### src/rtl/prm_pkg.sv
// ----------------------------------------------------------------------------
// Polygon region measure package
// Shared widths, saturation limits, payload types and helper functions.
// ----------------------------------------------------------------------------
package prm_pkg;

    localparam int COORD_BITS = 16;
    localparam int TERM_BITS  = 2 * COORD_BITS + 1;
    localparam int CROSS_BITS = 44;
    localparam int AREA_BITS  = 34;
    localparam int HELD_BITS  = AREA_BITS - 1;
    localparam int HOLE_BITS  = CROSS_BITS - 1;
    localparam int HALF_BITS  = CROSS_BITS - 1;
    localparam int PERIM_BITS = 26;

    typedef logic signed [COORD_BITS-1:0] t_coord;
    typedef logic signed [TERM_BITS-1:0]  t_term;
    typedef logic signed [CROSS_BITS-1:0] t_cross;
    typedef logic signed [AREA_BITS-1:0]  t_area;
    typedef logic [PERIM_BITS-1:0]        t_perim;
    typedef logic [HELD_BITS-1:0]         t_held;
    typedef logic [HOLE_BITS-1:0]         t_hole;
    typedef logic [HALF_BITS-1:0]         t_half;

    typedef struct packed {
        t_coord min_x;
        t_coord min_y;
        t_coord max_x;
        t_coord max_y;
    } t_box;

    localparam t_cross CROSS_MAX   = {1'b0, {(CROSS_BITS-1){1'b1}}};
    localparam t_cross CROSS_MIN   = {1'b1, {(CROSS_BITS-1){1'b0}}};
    localparam t_held  OUTLINE_MAX = {HELD_BITS{1'b1}};
    localparam t_hole  HOLE_MAX    = {HOLE_BITS{1'b1}};
    localparam t_area  AREA_MAX    = {1'b0, {(AREA_BITS-1){1'b1}}};
    localparam t_area  AREA_MIN    = {1'b1, {(AREA_BITS-1){1'b0}}};
    localparam t_perim PERIM_MAX   = {PERIM_BITS{1'b1}};

    // Adds one cross term to the contour sum, clamping at the signed range.
    function automatic t_cross sat_cross_add(input t_cross acc, input t_term term);
        logic signed [CROSS_BITS:0] s;
        t_cross res;
        s = (CROSS_BITS+1)'(acc) + (CROSS_BITS+1)'(term);
        if (s[CROSS_BITS] != s[CROSS_BITS-1]) begin
            res = s[CROSS_BITS] ? CROSS_MIN : CROSS_MAX;
        end else begin
            res = s[CROSS_BITS-1:0];
        end
        return res;
    endfunction

    // Length of an edge if it is axis-aligned, zero otherwise.
    function automatic logic [COORD_BITS-1:0] edge_len(input t_coord ax, input t_coord ay,
                                                      input t_coord bx, input t_coord by);
        logic signed [COORD_BITS:0] dx;
        logic signed [COORD_BITS:0] dy;
        logic [COORD_BITS:0] mx;
        logic [COORD_BITS:0] my;
        logic [COORD_BITS-1:0] len;
        dx = (COORD_BITS+1)'(ax) - (COORD_BITS+1)'(bx);
        dy = (COORD_BITS+1)'(ay) - (COORD_BITS+1)'(by);
        mx = dx[COORD_BITS] ? (COORD_BITS+1)'(-dx) : (COORD_BITS+1)'(dx);
        my = dy[COORD_BITS] ? (COORD_BITS+1)'(-dy) : (COORD_BITS+1)'(dy);
        len = '0;
        // A degenerate edge has both deltas zero, so both arms add nothing.
        if (ay == by) begin
            len = len + mx[COORD_BITS-1:0];
        end
        if (ax == bx) begin
            len = len + my[COORD_BITS-1:0];
        end
        return len;
    endfunction

endpackage

### src/rtl/prm_if.sv
// ----------------------------------------------------------------------------
// Polygon region measure channels
// Valid/ready interfaces for the vertex input and the region result output.
// ----------------------------------------------------------------------------
interface prm_vertex_if;
    logic            valid;
    logic            ready;
    prm_pkg::t_coord vertex_x;
    prm_pkg::t_coord vertex_y;
    logic            contour_end;
    logic            region_end;

    modport source (output valid, vertex_x, vertex_y, contour_end, region_end,
                    input ready);
    modport sink   (input valid, vertex_x, vertex_y, contour_end, region_end,
                    output ready);
endinterface

interface prm_result_if;
    logic            valid;
    logic            ready;
    prm_pkg::t_area  area;
    prm_pkg::t_perim outline_perimeter;
    prm_pkg::t_coord box_min_x;
    prm_pkg::t_coord box_min_y;
    prm_pkg::t_coord box_max_x;
    prm_pkg::t_coord box_max_y;

    modport source (output valid, area, outline_perimeter, box_min_x, box_min_y,
                    box_max_x, box_max_y, input ready);
    modport sink   (input valid, area, outline_perimeter, box_min_x, box_min_y,
                    box_max_x, box_max_y, output ready);
endinterface

### src/rtl/polygon_region_measure_core.sv
// ----------------------------------------------------------------------------
// Polygon region measure core
// Area with holes, rectilinear outline perimeter and outline bounding box.
// ----------------------------------------------------------------------------
// Vertices enter on i_vertex, one item per vertex, flagged with contour_end and
// region_end. The first contour of a region is its outline; later ones are
// holes. One item leaves on o_result for each vertex that ends a region.
// Throughput is one vertex per cycle. A region-ending vertex passes through
// these registers in order: input register, cross products and
// perimeter, contour sum, halved magnitude, area totals, output register.
// Each stage holds one item and moves on whenever the stage after it is
// free, so vertices keep flowing while a result waits at the output. When
// the receiver stalls long enough, the stages fill up and i_vertex.ready
// drops. The per-cycle feedback paths are the saturating contour sum (two
// chained 44-bit adds) and the saturating hole total.
// Synchronous reset empties every stage, dropping any result still in
// flight, and starts a fresh region whose next contour is its outline.
// ----------------------------------------------------------------------------
module polygon_region_measure_core (
    input  logic                i_clk,
    input  logic                i_rst_n,
    prm_vertex_if.sink          i_vertex,
    prm_result_if.source        o_result
);

    // Stage valids and handshake.
    logic r_a_vld, r_b_vld, r_c_vld, r_d_vld, r_e_vld, r_out_vld;
    logic out_free, e_free, d_free, c_free, b_free, a_free;
    logic adv_a, adv_b, adv_c, adv_d, adv_e;
    logic in_fire;

    // Stage A: accepted vertex.
    prm_pkg::t_coord r_a_x, r_a_y;
    logic            r_a_cend, r_a_rend;

    // Contour and region state.
    prm_pkg::t_coord r_start_x, r_start_y, r_prev_x, r_prev_y;
    logic            r_at_start, r_in_outline;
    prm_pkg::t_box   r_box;
    prm_pkg::t_perim r_perim;
    prm_pkg::t_cross r_sum;
    prm_pkg::t_held  r_held;
    prm_pkg::t_hole  r_hole;

    // Stage B: cross terms.
    prm_pkg::t_term  r_b_t1, r_b_t2;
    logic            r_b_first, r_b_cend, r_b_rend, r_b_outline;
    prm_pkg::t_box   r_b_box;
    prm_pkg::t_perim r_b_perim;

    // Stage C: contour sum lives in r_sum.
    logic            r_c_cend, r_c_rend, r_c_outline;
    prm_pkg::t_box   r_c_box;
    prm_pkg::t_perim r_c_perim;

    // Stage D: halved contour area.
    prm_pkg::t_half  r_d_half;
    logic            r_d_rend, r_d_outline;
    prm_pkg::t_box   r_d_box;
    prm_pkg::t_perim r_d_perim;

    // Stage E: region totals.
    prm_pkg::t_held  r_e_held;
    prm_pkg::t_hole  r_e_hole;
    prm_pkg::t_box   r_e_box;
    prm_pkg::t_perim r_e_perim;

    // Output register.
    prm_pkg::t_area  r_out_area;
    prm_pkg::t_box   r_out_box;
    prm_pkg::t_perim r_out_perim;

    // ------------------------------------------------------------------------
    // Flow control
    // ------------------------------------------------------------------------
    assign out_free = !r_out_vld || o_result.ready;
    assign adv_e    = r_e_vld && out_free;
    assign e_free   = !r_e_vld || adv_e;
    // Only region-ending items travel on past stage D, and only contour-ending
    // items past stage C; the others retire after updating the state.
    assign adv_d    = r_d_vld && (!r_d_rend || e_free);
    assign d_free   = !r_d_vld || adv_d;
    assign adv_c    = r_c_vld && (!r_c_cend || d_free);
    assign c_free   = !r_c_vld || adv_c;
    assign adv_b    = r_b_vld && c_free;
    assign b_free   = !r_b_vld || adv_b;
    assign adv_a    = r_a_vld && b_free;
    assign a_free   = !r_a_vld || adv_a;

    assign i_vertex.ready = a_free;
    assign in_fire        = i_vertex.valid && a_free;

    // ------------------------------------------------------------------------
    // Stage A to B: cross products, perimeter, bounding box
    // ------------------------------------------------------------------------
    logic                                first, outl, cend;
    prm_pkg::t_coord                     sx, sy;
    logic signed [2*prm_pkg::COORD_BITS-1:0] p_prev0, p_prev1, p_cl0, p_cl1;
    prm_pkg::t_term                      n_t1, n_t2;
    logic [prm_pkg::COORD_BITS-1:0]      d1, d2;
    logic [prm_pkg::PERIM_BITS:0]        perim_sum;
    prm_pkg::t_perim                     n_perim;
    prm_pkg::t_box                       n_box;

    assign first = r_at_start;
    assign outl  = r_in_outline;
    assign cend  = r_a_cend || r_a_rend;
    // The first vertex of a contour is its own start point.
    assign sx    = first ? r_a_x : r_start_x;
    assign sy    = first ? r_a_y : r_start_y;

    assign p_prev0 = r_prev_x * r_a_y;
    assign p_prev1 = r_prev_y * r_a_x;
    assign p_cl0   = r_a_x * sy;
    assign p_cl1   = r_a_y * sx;

    assign n_t1 = first ? '0 :
                  prm_pkg::TERM_BITS'(p_prev0) - prm_pkg::TERM_BITS'(p_prev1);
    assign n_t2 = cend ? prm_pkg::TERM_BITS'(p_cl0) - prm_pkg::TERM_BITS'(p_cl1) : '0;

    assign d1 = (!first && outl) ? prm_pkg::edge_len(r_prev_x, r_prev_y, r_a_x, r_a_y) : '0;
    assign d2 = (cend && outl) ? prm_pkg::edge_len(r_a_x, r_a_y, sx, sy) : '0;

    // Both lengths are non-negative, so one clamp after the sum is exact.
    assign perim_sum = {1'b0, r_perim} + (prm_pkg::PERIM_BITS+1)'(d1)
                     + (prm_pkg::PERIM_BITS+1)'(d2);
    assign n_perim   = (perim_sum > (prm_pkg::PERIM_BITS+1)'(prm_pkg::PERIM_MAX)) ?
                       prm_pkg::PERIM_MAX : perim_sum[prm_pkg::PERIM_BITS-1:0];

    always_comb begin
        n_box = r_box;
        if (outl) begin
            if (first) begin
                n_box.min_x = r_a_x;
                n_box.max_x = r_a_x;
                n_box.min_y = r_a_y;
                n_box.max_y = r_a_y;
            end else begin
                if (r_a_x < r_box.min_x) n_box.min_x = r_a_x;
                if (r_a_x > r_box.max_x) n_box.max_x = r_a_x;
                if (r_a_y < r_box.min_y) n_box.min_y = r_a_y;
                if (r_a_y > r_box.max_y) n_box.max_y = r_a_y;
            end
        end
    end

    // ------------------------------------------------------------------------
    // Stage B to C: saturating contour sum
    // ------------------------------------------------------------------------
    prm_pkg::t_cross sum_base, sum_mid, n_sum;

    assign sum_base = r_b_first ? '0 : r_sum;
    assign sum_mid  = prm_pkg::sat_cross_add(sum_base, r_b_t1);
    assign n_sum    = prm_pkg::sat_cross_add(sum_mid, r_b_t2);

    // ------------------------------------------------------------------------
    // Stage C to D: half of the absolute contour sum
    // ------------------------------------------------------------------------
    logic [prm_pkg::CROSS_BITS-1:0] sum_mag;

    assign sum_mag = r_sum[prm_pkg::CROSS_BITS-1] ?
                     prm_pkg::CROSS_BITS'(-r_sum) : prm_pkg::CROSS_BITS'(r_sum);

    // ------------------------------------------------------------------------
    // Stage D to E: outline area and hole total
    // ------------------------------------------------------------------------
    logic [prm_pkg::HOLE_BITS:0] hole_sum;
    prm_pkg::t_held              n_held;
    prm_pkg::t_hole              n_hole;

    assign hole_sum = {1'b0, r_hole} + {1'b0, r_d_half};

    always_comb begin
        n_held = r_held;
        n_hole = r_hole;
        if (r_d_outline) begin
            n_held = (r_d_half > prm_pkg::HALF_BITS'(prm_pkg::OUTLINE_MAX)) ?
                     prm_pkg::OUTLINE_MAX : r_d_half[prm_pkg::HELD_BITS-1:0];
        end else begin
            n_hole = (hole_sum > (prm_pkg::HOLE_BITS+1)'(prm_pkg::HOLE_MAX)) ?
                     prm_pkg::HOLE_MAX : hole_sum[prm_pkg::HOLE_BITS-1:0];
        end
    end

    // ------------------------------------------------------------------------
    // Stage E to output: saturated net area
    // ------------------------------------------------------------------------
    logic signed [prm_pkg::HOLE_BITS:0] net;
    logic                               net_fits;
    prm_pkg::t_area                     n_area;

    assign net      = (prm_pkg::HOLE_BITS+1)'(r_e_held) - (prm_pkg::HOLE_BITS+1)'(r_e_hole);
    assign net_fits = (&net[prm_pkg::HOLE_BITS:prm_pkg::AREA_BITS-1])
                   || !(|net[prm_pkg::HOLE_BITS:prm_pkg::AREA_BITS-1]);
    assign n_area   = net_fits ? net[prm_pkg::AREA_BITS-1:0] :
                      (net[prm_pkg::HOLE_BITS] ? prm_pkg::AREA_MIN : prm_pkg::AREA_MAX);

    // ------------------------------------------------------------------------
    // Registers
    // ------------------------------------------------------------------------
    always_ff @(posedge i_clk) begin
        if (!i_rst_n) begin
            r_a_vld      <= 1'b0;
            r_b_vld      <= 1'b0;
            r_c_vld      <= 1'b0;
            r_d_vld      <= 1'b0;
            r_e_vld      <= 1'b0;
            r_out_vld    <= 1'b0;
            r_at_start   <= 1'b1;
            r_in_outline <= 1'b1;
            r_perim      <= '0;
            r_hole       <= '0;
            r_held       <= '0;
        end else begin
            if (a_free)   r_a_vld   <= i_vertex.valid;
            if (b_free)   r_b_vld   <= adv_a;
            if (c_free)   r_c_vld   <= adv_b;
            if (d_free)   r_d_vld   <= adv_c && r_c_cend;
            if (e_free)   r_e_vld   <= adv_d && r_d_rend;
            if (out_free) r_out_vld <= adv_e;

            if (adv_a) begin
                // A region end returns the geometry state to its reset values.
                r_perim      <= r_a_rend ? '0 : n_perim;
                r_at_start   <= cend;
                r_in_outline <= r_a_rend ? 1'b1 : (cend ? 1'b0 : r_in_outline);
            end
            if (adv_d) begin
                r_held <= r_d_rend ? '0 : n_held;
                r_hole <= r_d_rend ? '0 : n_hole;
            end
        end
    end

    always_ff @(posedge i_clk) begin
        if (in_fire) begin
            r_a_x    <= i_vertex.vertex_x;
            r_a_y    <= i_vertex.vertex_y;
            r_a_cend <= i_vertex.contour_end;
            r_a_rend <= i_vertex.region_end;
        end
        if (adv_a) begin
            r_prev_x <= r_a_x;
            r_prev_y <= r_a_y;
            if (first) begin
                r_start_x <= r_a_x;
                r_start_y <= r_a_y;
            end
            r_box       <= n_box;
            r_b_t1      <= n_t1;
            r_b_t2      <= n_t2;
            r_b_first   <= first;
            r_b_cend    <= cend;
            r_b_rend    <= r_a_rend;
            r_b_outline <= outl;
            r_b_box     <= n_box;
            r_b_perim   <= n_perim;
        end
        if (adv_b) begin
            r_sum       <= n_sum;
            r_c_cend    <= r_b_cend;
            r_c_rend    <= r_b_rend;
            r_c_outline <= r_b_outline;
            r_c_box     <= r_b_box;
            r_c_perim   <= r_b_perim;
        end
        if (adv_c && r_c_cend) begin
            r_d_half    <= sum_mag[prm_pkg::CROSS_BITS-1:1];
            r_d_rend    <= r_c_rend;
            r_d_outline <= r_c_outline;
            r_d_box     <= r_c_box;
            r_d_perim   <= r_c_perim;
        end
        if (adv_d && r_d_rend) begin
            r_e_held  <= n_held;
            r_e_hole  <= n_hole;
            r_e_box   <= r_d_box;
            r_e_perim <= r_d_perim;
        end
        if (adv_e) begin
            r_out_area  <= n_area;
            r_out_box   <= r_e_box;
            r_out_perim <= r_e_perim;
        end
    end

    assign o_result.valid             = r_out_vld;
    assign o_result.area              = r_out_area;
    assign o_result.outline_perimeter = r_out_perim;
    assign o_result.box_min_x         = r_out_box.min_x;
    assign o_result.box_min_y         = r_out_box.min_y;
    assign o_result.box_max_x         = r_out_box.max_x;
    assign o_result.box_max_y         = r_out_box.max_y;

    // ------------------------------------------------------------------------
    // Assertions
    // ------------------------------------------------------------------------
    a_box_ordered: assert property (@(posedge i_clk) disable iff (!i_rst_n)
        r_out_vld |-> (r_out_box.min_x <= r_out_box.max_x)
                   && (r_out_box.min_y <= r_out_box.max_y))
        else $error("result bounding box is inverted");

    a_region_restart: assert property (@(posedge i_clk) disable iff (!i_rst_n)
        (adv_a && r_a_rend) |=> (r_perim == '0) && r_at_start && r_in_outline)
        else $error("geometry state not cleared after region end");

    a_hole_clear: assert property (@(posedge i_clk) disable iff (!i_rst_n)
        (adv_d && r_d_rend) |=> (r_hole == '0))
        else $error("hole total not cleared after region end");

    a_result_hold: assert property (@(posedge i_clk) disable iff (!i_rst_n)
        (r_out_vld && !o_result.ready) |=> r_out_vld && $stable(r_out_area)
                                        && $stable(r_out_perim) && $stable(r_out_box))
        else $error("result item changed while waiting for the receiver");

endmodule

### src/flat_wrapper.sv
// flat-port wrapper written by rule: the top's interface ports become plain ports
module polygon_region_measure_core_flat 
  (i_clk, i_rst_n, i_vertex_valid, i_vertex_vertex_x, i_vertex_vertex_y, i_vertex_contour_end, i_vertex_region_end, i_vertex_ready, o_result_valid, o_result_area, o_result_outline_perimeter, o_result_box_min_x, o_result_box_min_y, o_result_box_max_x, o_result_box_max_y, o_result_ready);
  prm_vertex_if i_vertex_i ();
  prm_result_if o_result_i ();
  input  logic i_clk;
  input  logic i_rst_n;
  input wire logic [$bits(i_vertex_i.valid)-1:0] i_vertex_valid;
  input wire logic [$bits(i_vertex_i.vertex_x)-1:0] i_vertex_vertex_x;
  input wire logic [$bits(i_vertex_i.vertex_y)-1:0] i_vertex_vertex_y;
  input wire logic [$bits(i_vertex_i.contour_end)-1:0] i_vertex_contour_end;
  input wire logic [$bits(i_vertex_i.region_end)-1:0] i_vertex_region_end;
  output wire logic [$bits(i_vertex_i.ready)-1:0] i_vertex_ready;
  output wire logic [$bits(o_result_i.valid)-1:0] o_result_valid;
  output wire logic [$bits(o_result_i.area)-1:0] o_result_area;
  output wire logic [$bits(o_result_i.outline_perimeter)-1:0] o_result_outline_perimeter;
  output wire logic [$bits(o_result_i.box_min_x)-1:0] o_result_box_min_x;
  output wire logic [$bits(o_result_i.box_min_y)-1:0] o_result_box_min_y;
  output wire logic [$bits(o_result_i.box_max_x)-1:0] o_result_box_max_x;
  output wire logic [$bits(o_result_i.box_max_y)-1:0] o_result_box_max_y;
  input wire logic [$bits(o_result_i.ready)-1:0] o_result_ready;
  assign i_vertex_i.valid = i_vertex_valid;
  assign i_vertex_i.vertex_x = i_vertex_vertex_x;
  assign i_vertex_i.vertex_y = i_vertex_vertex_y;
  assign i_vertex_i.contour_end = i_vertex_contour_end;
  assign i_vertex_i.region_end = i_vertex_region_end;
  assign i_vertex_ready = i_vertex_i.ready;
  assign o_result_valid = o_result_i.valid;
  assign o_result_area = o_result_i.area;
  assign o_result_outline_perimeter = o_result_i.outline_perimeter;
  assign o_result_box_min_x = o_result_i.box_min_x;
  assign o_result_box_min_y = o_result_i.box_min_y;
  assign o_result_box_max_x = o_result_i.box_max_x;
  assign o_result_box_max_y = o_result_i.box_max_y;
  assign o_result_i.ready = o_result_ready;
  polygon_region_measure_core u_core (.i_clk(i_clk), .i_rst_n(i_rst_n), .i_vertex(i_vertex_i), .o_result(o_result_i));
endmodule
### config.mk
export PLATFORM = sky130hd
export DESIGN_NAME = polygon_region_measure_core_flat
export DESIGN_NICKNAME = d
export VERILOG_FILES = /design/src/rtl/prm_pkg.sv /design/src/rtl/prm_if.sv /design/src/rtl/polygon_region_measure_core.sv /design/src/flat_wrapper.sv
export SDC_FILE = /design/constraint.sdc
export NUM_CORES = 2
export LEC_CHECK = 0
export BUFFER_PORTS_ARGS = -buffer_cell sky130_fd_sc_hd__buf_2
export CAP_MARGIN = 25
export CORE_UTILIZATION = 63
export DETAILED_ROUTE_END_ITERATION = 7
export GPL_TIMING_DRIVEN = 0
export PLACE_DENSITY = 0.8
export SYNTH_ARGS = -nofsm -noshare
export SYNTH_HDL_FRONTEND = slang
export SYNTH_SLANG_ARGS = --single-unit
export TNS_END_PERCENT = 30
### constraint.sdc
create_clock -name i_clk -period 11.89 [get_ports i_clk]
set_input_delay 2.378 -clock i_clk [delete_from_list [all_inputs] [get_ports i_clk]]
set_output_delay 2.378 -clock i_clk [all_outputs]
set_load 0.01 [all_outputs]
Word-level counts from Yosys, hierarchy flattened

Index checks and enable logic that the tools add are counted.

Flip-flop bits (word level): 930
Word-level logic and storage cells: 174

Add/sub/neg operators: 19
$mul: 4
$lt $le $gt $ge: 7
Equality and inequality tests: 6
Multiplexer cells: 35
Reduce and logical (&&, ||, !) cells: 42

Operators with widths:

| cell                   | count |
|---|---|
| $mux W16               | 16 |
| $mux W44               | 5 |
| $mux W43               | 4 |
| $mul A16 B16 Y32       | 4 |
| $mux W33               | 3 |
| $add A44 B33 Y45       | 2 |
| $mux W34               | 2 |
| $sub A16 B16 Y17       | 4 |
| $sub A32 B32 Y33       | 2 |
| $eq A16 B16 Y1         | 4 |
| $mux W64               | 1 |
| $neg A16 Y16           | 4 |
| $mux W26               | 2 |
| $add A43 B43 Y44       | 1 |
| $gt A44 B43 Y1 const B | 1 |
| $neg A44 Y44           | 1 |
| $sub A33 B43 Y44       | 1 |
| $gt A43 B33 Y1 const B | 1 |
| $add A16 B16 Y16       | 2 |
| $gt A16 B16 Y1         | 2 |
| $lt A16 B16 Y1         | 2 |
| $add A26 B16 Y27       | 1 |
| $add A27 B16 Y27       | 1 |
| $gt A27 B26 Y1 const B | 1 |
| 10 further kinds       | 46 |

Depth between registers and ports, before layout

Word-level depth: 15
Depth in mapped cells: 45
Mapped depth without buffers: 39

Worst setup path after synthesis

No wires, ideal clock.

Path kind: in2reg
From: input port o_result_ready
To: register u_core.r_c_box[0] (netlist name), enable pin
Arrival time: 8.719 ns
Path slack: 2.520 ns
Stages: 4
Cells stage by stage: nor2b_1 nand4_1 nor2_1 nor2b_1

Longest elaborated chain between the ends: 10

RTL lines:

| element                | RTL line                           | RTL |
|---|---|---|
| start: declaration     | flat_wrapper.sv:21                 | `input wire logic [$bits(o_result_i.ready)-1:0] o_result_ready;` |
| $logic_or A1 B1 Y1     | polygon_region_measure_core.sv:76  | `assign out_free = !r_out_vld \|\| o_result.ready;` |
| $logic_and A1 B1 Y1    | polygon_region_measure_core.sv:77  | `assign adv_e = r_e_vld && out_free;` |
| $logic_or A1 B1 Y1     | polygon_region_measure_core.sv:78  | `assign e_free = !r_e_vld \|\| adv_e;` |
| $logic_or A1 B1 Y1     | polygon_region_measure_core.sv:81  | `assign adv_d = r_d_vld && (!r_d_rend \|\| e_free);` |
| $logic_and A1 B1 Y1    | polygon_region_measure_core.sv:81  |  |
| $logic_or A1 B1 Y1     | polygon_region_measure_core.sv:82  | `assign d_free = !r_d_vld \|\| adv_d;` |
| $logic_or A1 B1 Y1     | polygon_region_measure_core.sv:83  | `assign adv_c = r_c_vld && (!r_c_cend \|\| d_free);` |
| $logic_and A1 B1 Y1    | polygon_region_measure_core.sv:83  |  |
| $logic_or A1 B1 Y1     | polygon_region_measure_core.sv:84  | `assign c_free = !r_c_vld \|\| adv_c;` |
| $logic_and A1 B1 Y1    | polygon_region_measure_core.sv:85  | `assign adv_b = r_b_vld && c_free;` |
| via u_core.adv_b       | polygon_region_measure_core.sv:29  | `logic adv_a, adv_b, adv_c, adv_d, adv_e;` |
| end signal: assignment | polygon_region_measure_core.sv:264 | `r_c_box <= r_b_box;` |
| end: declaration       | polygon_region_measure_core.sv:53  | `prm_pkg::t_box r_c_box;` |

The timed path passes the listed nets, and every way through them passes these cells.
A chain may end at the register's enable or synchronous reset.

Final worst setup path

From: register u_core.r_a_x[5]
To: register u_core.r_b_t1[29], data pin

Longest elaborated chain between the ends: 2

RTL lines:

| element                  | RTL line                           | RTL |
|---|---|---|
| start: declaration       | polygon_region_measure_core.sv:33  | `prm_pkg::t_coord r_a_x, r_a_y;` |
| start signal: assignment | polygon_region_measure_core.sv:237 | `r_a_x <= i_vertex.vertex_x;` |
| $mul A16 B16 Y32         | polygon_region_measure_core.sv:113 | `assign p_prev1 = r_prev_y * r_a_x;` |
| $sub A32 B32 Y33         | polygon_region_measure_core.sv:118 | `prm_pkg::TERM_BITS'(p_prev0) - prm_pkg::TERM_BITS'(p_prev1);` |
| end signal: assignment   | polygon_region_measure_core.sv:250 | `r_b_t1 <= n_t1;` |
| end: declaration         | polygon_region_measure_core.sv:46  | `prm_pkg::t_term r_b_t1, r_b_t2;` |

Every way passes these cells.

==> impl_metrics.toml <==
[status]
outcome = "finished, final reports clean"

[setup_path]
crit_arrival_ps = 12040
endpoint_kind = "flop"
rrSetupSlack_ps = 290
start_kind = "flop"
reg2reg_to = "u_core.r_b_t1[29]"
path_delay_family = "adder cells"
worst-path-buf-inv = 4
crit_fanout = 10
crit_path_end = "u_core.r_b_t1[29]"
path_class = "reg2reg"
path_common_cell = "fa_1"
slowest_stage = "a2111oi_0"
cp-startpoint = "u_core.r_a_x[5]"
path_depth = 25
rr_startpoint = "u_core.r_a_x[5]"
required_ps = 12330
cpPeakStageDelay_ps = 990
r2r_cells = 25

[die]
die_area_mm2 = 0.1432
initial_core_util_pct = 63.72
die_w_um = 378.4
rows = 137
core_mm2 = 0.1400
io_pins = 164
dieHeight_um = 378.4

[route]
vias_per_cell = 6.080
ant_nets = 0
vias = 66316
drc_errors = 0
wl_per_cell_um = 25.67
first_iter_violations = 6885
wl_mm = 279.9
dr.pass1.iters = 6

[yosys]
synth-edff-count = 820
synth_top_cell_by_area = "edfxtp_1"
yosysMostFrequentCell = "inv_1"
seq_area_frac_synth_pct = 30.06
netlist.area_leader.share_pct = 27.59
yosys-top-cells-area = "edfxtp_1 (28%), fa_1 (27%), ha_1 (9.3%)"
yosysWarnings = 0
synth.distinct_cells = 100
postSynthAreaPerCell_um2 = 10.36
syn_area_mm2 = 0.08924
synth.cells.most_frequent = "inv_1 (1383), fa_1 (1205), nand2_1 (841)"
synth-seq-cells = 930
async_flop_share_pct = 0
postSynthCellCount = 8618
synth_flop_cell = "edfxtp_1"
synth_nets = 10524

[global_route]
grt_usage_pct = 40.03
grt_pass1_vias = 67596
grt_overflow = 0
antenna_found_initial = 12
grt_first_pass_wirelength_mm = 417.4
grt_max_degree = 75

[worst_hold_path]
worstHoldPathType = "reg2reg"
holdPathStages = 0

[sta]
hold_viol = 0
tightestPinTransition_ps = 1181
slew_violations = 0
hold_slack_ps = 394.5
finClkSkew_ps = 31.42
rsz0062_at_grt = "no"
slew_headroom_pct = 21.25
fin_crit_sh_pct = 97.54
period_minus_slack_ps = 11600
final-setup-viol-count = 0
max_freq_mhz = 86.23

[clocking]
cts_tree = "done"
hold_buffers = 0
clkLatencyLatePin_ps = 750
clk_root_buffer_cell = "clkbuf_16"
htree_levels = 3
numClockSinks = 930
cts_buffers = 95
path_clk_slew_ps = 70
clockBufferDepth = 3

[finish]
area_growth_pct = 8.600
finalNetCount = 10848
n_fill_cell = 10467
seqCellArea_mm2 = 0.02683
multiInputGateArea_mm2 = 0.05611
layout-drive-gt1-share_pct = 5.740

[placement]
portBuffers = 163
place_hpwl_mm = 223.7
routabilityCongestion = 1.071

[job]
max-cap-violations = 0
## worst register-to-register path, stage by stage (launching register included)
cell and delay [ps]:
edfxtp_1 840, clkbuf_1 620, clkbuf_1 930, nand2_1 180
fa_1 510, fa_1 540, inv_1 50, fa_1 530
fa_1 460, fa_1 520, fa_1 550, inv_1 60
fa_1 520, fa_1 550, ha_1 420, nor2b_1 170
o21ai_0 150, nand2_1 110, a2111oi_0 990, o21ai_0 370
and2_1 310, a211o_1 290, a21oi_1 470, o21ai_0 190
xnor2_1 820, nor2_1 140
## cell type report
type	count	area share (%)
antenna	7	0.01807
clock buffer	128	2.738
inverter	1405	5.454
timing repair buffer	230	1.907
sequential	930	27.68
clock inverter	51	0.7126
buffer	292	1.177
tap	1876	2.422
multi-input combinational	5988	57.89
## kinds of logic after synthesis
family,share of synthesized area (%)
muxes,0.5790
AOI/OAI and AO/OA,10.03
adders and majority gates,36.53
DFF,30.06
xor gates and xnor gates,4.073
and+or+nand+nor,11.55
buffers and inverters,7.181
## per-stage QoR
| stage | setup slack [ps] | area (um2) | utilization (%) | TNS [ps] | instances |
|---|---|---|---|---|---|
| after floorplan | 2520 | 89240 | - | 0 | 8618 |
| after global placement | -1158 | 92400 | 65.98 | -208230 | 10657 |
| after detailed placement | 259.8 | 93340 | 66.65 | 0 | 10705 |
| after CTS | 53.62 | 96680 | 69.04 | 0 | 10884 |
| after global routing | 44.45 | 96900 | 69.19 | 0 | 10901 |
| final | 292.6 | 96920 | 69.20 | 0 | 10907 |
## metal layers
metal | track usage (%) | wire, um | share of wire [%] | vias to the layer above
li1 | - | - | - | 28976
met1 | 51.66 | 105700 | 38 | 32978
met2 | 61.37 | 124300 | 44 | 3546
met3 | 8.725 | 28740 | 10 | 810
met4 | 25.83 | 21140 | 7.6 | 6
met5 | 0 | 31 | 0.011 | -
## worst min path at each step
stage	startpoint	to	slack (ps)
floorplan	u_core.r_e_box[16]	u_core.o_result.box_max_x[0]	400
global placement	u_core.r_e_box[41]	u_core.o_result.box_min_y[9]	400
detailed placement	u_core.r_e_box[59]	u_core.o_result.box_min_x[11]	400
CTS	u_core.r_d_box[32]	u_core.r_e_box[32]	380
global route	u_core.r_d_box[32]	u_core.r_e_box[32]	400
finish	u_core.r_d_box[32]	u_core.r_e_box[32]	390
## state kept, by name, indices dropped and copies added (netlist names), 26 cells and up
name	cells
u_core.r_b_t1	33
u_core.o_result.area	34
u_core.r_d_perim	26
u_core.r_e_hole	43
u_core.r_c_box	64
u_core.o_result.outline_perimeter	26
u_core.r_b_t2	33
u_core.r_box	64
u_core.r_sum	44
u_core.r_e_held	33
u_core.r_e_perim	26
u_core.r_e_box	64
u_core.r_perim	26
u_core.r_c_perim	26
u_core.r_d_half	43
u_core.r_d_box	64
u_core.r_hole	43
u_core.r_b_perim	26
u_core.r_held	33
## timing repair
item	in CTS	in global routing
resized for setup	0	30
endpoints found under the setup margin	0	52
buffers inserted	0	9
## layout by cell type (no fill, tap or decap), types with 33 or more instances in the layout
cell type	synthesis	layout
inv_1	1383	1383
fa_1	1205	1205
nand2_1	841	841
edfxtp_1	820	820
nor2_1	663	663
ha_1	663	663
a21oi_1	430	428
xnor2_1	288	288
clkbuf_1	268	278
o21ai_0	257	257
buf_2	10	173
a21o_1	152	152
and2_1	148	148
nor2b_1	139	136
xor2_1	127	127
dfxtp_1	110	110
clkbuf_16	0	97
nor3_1	92	92
nand2b_1	89	89
o21a_1	69	69
nand3_1	65	65
o31ai_1	49	49
nand4_1	47	47
a21boi_0	47	47
o21bai_1	45	45
a31oi_1	42	41
o22a_1	33	33
a22oi_1	33	33
Power is not shown: default switching activity piles up to over one toggle a cycle in this logic, so the estimate is an artifact.
